$ cat src/hdl/mme_pkg.sv
// ----------------------------------------------------------------------------
// mme_pkg: shared types and constants for the matrix multiply element
// Item formats, action codes and the structs that travel to the cells.
// ----------------------------------------------------------------------------
package mme_pkg;

	localparam int MAX_WIDTH_DEF = 16;
	localparam int IDX_W         = 4;
	localparam int ELEM_W        = 16;
	localparam int PROD_W        = 2 * ELEM_W;
	localparam int DOT_W         = 36;
	localparam int SIZE_W        = 5;
	localparam logic [SIZE_W-1:0] SIZE_RESET = 5'd16;

	typedef enum logic [1:0] {
		ACT_LOAD_A  = 2'd0,
		ACT_LOAD_B  = 2'd1,
		ACT_COMPUTE = 2'd2
	} action_t;

	typedef struct packed {
		action_t                   action;
		logic [IDX_W-1:0]          row;
		logic [IDX_W-1:0]          col;
		logic signed [ELEM_W-1:0]  value;
	} req_t;

	typedef struct packed {
		logic [IDX_W-1:0]          out_row;
		logic [IDX_W-1:0]          out_col;
		logic signed [DOT_W-1:0]   dot_value;
	} rsp_t;

	// element write, broadcast to every cell
	typedef struct packed {
		logic                      we_a;
		logic                      we_b;
		logic [IDX_W-1:0]          row;
		logic [IDX_W-1:0]          col;
		logic signed [ELEM_W-1:0]  data;
	} mme_wr_t;

	// operand read for a compute, broadcast to every cell
	typedef struct packed {
		logic                      en;
		logic                      in_range;
		logic [IDX_W-1:0]          row;
		logic [IDX_W-1:0]          col;
	} mme_rd_t;

endpackage

$ cat src/hdl/mme_cell.sv
// ----------------------------------------------------------------------------
// mme_cell: one term of the dot product
// Holds column CELL_IDX of A and row CELL_IDX of B, forms its product and
// adds it to the partial sum passing down the chain.
// ----------------------------------------------------------------------------
module mme_cell #(
	parameter int MAX_WIDTH = mme_pkg::MAX_WIDTH_DEF,
	parameter int CELL_IDX  = 0
) (
	input  logic                              clk,
	input  logic                              arst_n,
	input  mme_pkg::mme_wr_t                  wr,
	input  mme_pkg::mme_rd_t                  rd,
	input  logic [mme_pkg::SIZE_W-1:0]        size,
	input  logic                              advance,
	input  logic signed [mme_pkg::DOT_W-1:0]  sum_in,
	input  logic                              valid_in,
	output logic signed [mme_pkg::DOT_W-1:0]  sum_out,
	output logic                              valid_out
);

	localparam int AW = (MAX_WIDTH > 1) ? $clog2(MAX_WIDTH) : 1;
	localparam int PW = mme_pkg::PROD_W;
	localparam int DW = mme_pkg::DOT_W;

	logic signed [mme_pkg::ELEM_W-1:0] mem_a [MAX_WIDTH];  // A[*][CELL_IDX]
	logic signed [mme_pkg::ELEM_W-1:0] mem_b [MAX_WIDTH];  // B[CELL_IDX][*]

	logic signed [mme_pkg::ELEM_W-1:0] a_rd_q;
	logic signed [mme_pkg::ELEM_W-1:0] b_rd_q;
	logic                              use_q;
	logic signed [PW-1:0]              product_q;
	logic signed [DW-1:0]              sum_q;
	logic                              valid_q;

	logic sel_a;
	logic sel_b;

	assign sel_a = wr.we_a && (int'(wr.col) == CELL_IDX);
	assign sel_b = wr.we_b && (int'(wr.row) == CELL_IDX);

	always_ff @(posedge clk) begin
		if (sel_a) begin
			mem_a[AW'(wr.row)] <= wr.data;
		end
		if (sel_b) begin
			mem_b[AW'(wr.col)] <= wr.data;
		end
		if (rd.en) begin
			a_rd_q <= mem_a[AW'(rd.row)];
			b_rd_q <= mem_b[AW'(rd.col)];
		end
	end

	// term enable: index in range and this term below matrix_size
	always_ff @(posedge clk) begin
		if (rd.en) begin
			use_q <= rd.in_range && (CELL_IDX < int'(size));
		end
	end

	always_ff @(posedge clk) begin
		if (use_q) begin
			product_q <= a_rd_q * b_rd_q;
		end else begin
			product_q <= '0;
		end
	end

	always_ff @(posedge clk) begin
		if (advance) begin
			sum_q <= sum_in + {{(DW-PW){product_q[PW-1]}}, product_q};
		end
	end

	always_ff @(posedge clk or negedge arst_n) begin
		if (!arst_n) begin
			valid_q <= 1'b0;
		end else if (advance) begin
			valid_q <= valid_in;
		end
	end

	assign sum_out   = sum_q;
	assign valid_out = valid_q;

endmodule

$ cat config.mk
export PLATFORM = sky130hd
export DESIGN_NAME = mme_cell
export DESIGN_NICKNAME = d
export VERILOG_FILES = /design/src/hdl/mme_pkg.sv /design/src/hdl/mme_cell.sv
export SDC_FILE = /design/constraint.sdc
export NUM_CORES = 1
export LEC_CHECK = 0
export BUFFER_PORTS_ARGS = -buffer_cell sky130_fd_sc_hd__buf_2
export CORE_MARGIN = 2
export CORE_UTILIZATION = 45
export DETAILED_ROUTE_END_ITERATION = 7
export GPL_TIMING_DRIVEN = 1
export MAX_ROUTING_LAYER = met4
export SLEW_MARGIN = 5
export SYNTH_ARGS = -nofsm -noshare
export SYNTH_HDL_FRONTEND = slang
export SYNTH_SLANG_ARGS = --single-unit
$ cat constraint.sdc
create_clock -name clk -period 8.5 [get_ports clk]
set_input_delay 1.7 -clock clk [delete_from_list [all_inputs] [get_ports clk]]
set_output_delay 1.7 -clock clk [all_outputs]
set_load 0.03 [all_outputs]
==> results.json <==
{
  "syn_inst": 2203,
  "path_max_fanout": 16,
  "h-tree-depth": 3,
  "r2r-end": "product_q[31]",
  "max_cap_viol_count": 0,
  "top_level_ports": 118,
  "setup_viol": 0,
  "cts_hold_buf": 0,
  "grt-ovfl-total": 0,
  "final_area_mm2": 0.0377,
  "drt_iter0_markers": 1181,
  "async_flop_share_pct": 0.163,
  "num_vias": 18100,
  "worstPathRequired_ps": 9000,
  "final_net_count": 2803,
  "synth_cell_types": 66,
  "cts_resized": 0,
  "rr_worst_depth": 19,
  "cp.arrival_ps": 6930,
  "yosysTopAreaCell": "edfxtp_1",
  "syn_nets": 2664,
  "core_mm2": 0.0744,
  "area_growth_pct": 11.5,
  "synth-main-ff-cell": "edfxtp_1",
  "synth_area_mm2": 0.0338,
  "cts_buffer_depth": 3,
  "hold_path.class": "reg -> reg",
  "synth_most_common_cell": "edfxtp_1",
  "wl_per_cell_um": 21.4,
  "drc_errors": 0,
  "tightest_slew_ps": 1170,
  "cp-end-kind": "flop",
  "clkSinkCount": 614,
  "min_from": "valid_out",
  "ys_seq_area_share_pct": 53.5,
  "cts_setup_buffers": 0,
  "synthTopCellsByCount": "581 x edfxtp_1, 281 x inv_1, 263 x fa_1",
  "place_area_mm2": 0.0356,
  "placement.io_buffers": 117,
  "drtPass1Iterations": 5,
  "status": "completed",
  "initial_core_util_pct": 45.5,
  "worstSkewPairLatency_ps": 620,
  "relSlewSlack_pct": 22.1,
  "worst_setup_path_start_kind": "flop",
  "ys_warn_count": 0,
  "grt_pass1_vias": 19400,
  "synth.top_cell.area_share_pct": 51.6,
  "dpl.hpwl_um": 47800,
  "vias_per_cell": 5.37,
  "synthTopCellsByArea": "edfxtp_1 52%, fa_1 16%, mux4_2 11%",
  "drt_wl_total_um": 72000,
  "ant_nets": 0,
  "clkTransAtPathRegs_ps": 50,
  "drive_above_1_share_pct": 18.0,
  "min_path_cells": 1,
  "tns_ps": 0,
  "die-area_mm2": 0.0774,
  "die_w_um": 278,
  "ys_ff_latch": 614,
  "grt_pass1_wl_um": 112000,
  "grt.total_usage_pct": 19.6,
  "avgSynthCellArea_um2": 15.4,
  "dp_slack_ps": 2090,
  "rr_startpoint": "a_rd_q[15]",
  "diodes": 0,
  "tritoncts": "yes",
  "finalHoldViolations": 0,
  "rows": 100,
  "worstSetupPathType": "reg -> reg",
  "root_buffer": "clkbuf_16",
  "cts_made_buffers": 67,
  "fmaxAchievable_mhz": 156,
  "finalCritPeriodShare_pct": 75.6,
  "fin_crit_ps": 6430,
  "synth_edf_count": 581,
  "report.final.slew_viol_count": 0,
  "r2r_setup_slack_ps": 2070,
  "hold_end": "valid_out",
  "rsz0062_at_grt": "no",
  "die_h_um": 278,
  "antenna_found_initial": 1,
  "grt_max_degree": 65,
  "fin_worst_skew_ps": 40.7,
  "gp_congestion": 0.864,
  "setup_ws_ps": 2070
}
==> cell usage in the layout (no fill, tap or decap), drive strengths merged, types with 5 or more instances in the layout <==
cell type  netlist  layout
or3              6       6
mux4           160     160
fa             263     263
nand3           15      15
a21boi           6       6
nor3            14      14
xnor2           36      36
a21o            24      24
edfxtp         581     581
o2111ai          5       5
a31oi            9       9
inv            281     287
o21bai           8       8
clkbuf          58      80
and2           149     149
nand3b           6       6
nand2          148     148
o21a            14      14
nor2            70      70
o21ai           34      34
a21oi           42      42
ha             117     117
and3            10      10
xor2            19      19
nand2b          19      19
o31ai            5       5
a211oi           8       8
clkinv           0      30
buf             20     148
dfxtp           32      32
==> logic make-up (layout without fill, tap and decap cells) <==
group | count (synthesis) | after routing | synth area share [%]
XOR/XNOR | 55 | 55 | 1.42
AND/OR/NAND/NOR | 453 | 453 | 6.72
multiplexers | 164 | 164 | 10.8
buffers and inverters | 359 | 549 | 4.06
adder cells (fa/ha/maj) | 380 | 380 | 19.9
flip-flops | 614 | 614 | 53.5
AO/OA/AOI/OAI | 178 | 178 | 3.62
==> stage by stage <==
step	utilization, %	hold slack, ps	cells
floorplan	-	496	2203
global placement	47.9	488	3242
detailed placement	47.9	506	3242
CTS	50.7	518	3362
global route	50.7	530	3362
finish	50.7	513	3362
==> cell type report <==
cell class | instances | area (um2)
fill | 6148 | 36700
sequential | 614 | 18100
multi-input combinational | 1230 | 14400
clock buffer | 80 | 1760
tap | 969 | 1210
inverter | 281 | 1050
timing repair buffer | 148 | 823
clock inverter | 40 | 324
==> metal layers <==
| metal | GRT usage [%] | vias up | part of all wire [%] |
|---|---|---|---|
| met5 | - | - | 0 |
| met4 | 4.95 | 0 | 2.1 |
| met3 | 2.89 | 122 | 5.1 |
| met2 | 31.5 | 499 | 48 |
| met1 | 26.6 | 9326 | 45 |
| li1 | - | 8122 | - |
==> critical path: stages (launching register included) <==
cell and delay, ps:
edfxtp_1 710, nand2_1 190, inv_1 170, fa_1 550, fa_1 890, fa_1 520
fa_1 510, fa_1 490, inv_1 50, fa_1 470, inv_1 40, ha_1 350
o21a_1 210, o21a_1 170, nor2_1 120, o21ai_0 140, o2111ai_1 260, a21oi_1 130
o21a_1 190, o21a_1 170
==> how the worst max path moves through the flow <==
stage,startpoint,depth (start not counted),end
final,a_rd_q[15],19,product_q[31]
after global routing,a_rd_q[15],18,product_q[31]
after CTS,b_rd_q[1],18,product_q[31]
after detailed placement,b_rd_q[1],19,product_q[31]
after global placement,a_rd_q[15],19,product_q[31]
after floorplan,a_rd_q[15],20,product_q[31]
==> state kept, by name, indices dropped and copies added, names as in the netlist <==
name,cells
mem_a,256
mem_b,256
sum_out,36
product_q,32
a_rd_q,16
b_rd_q,16
use_q,1
valid_out,1
Power is left out: the tool's default activity adds up to more than one toggle a clock period on the data nets, which glitch-free logic cannot reach.
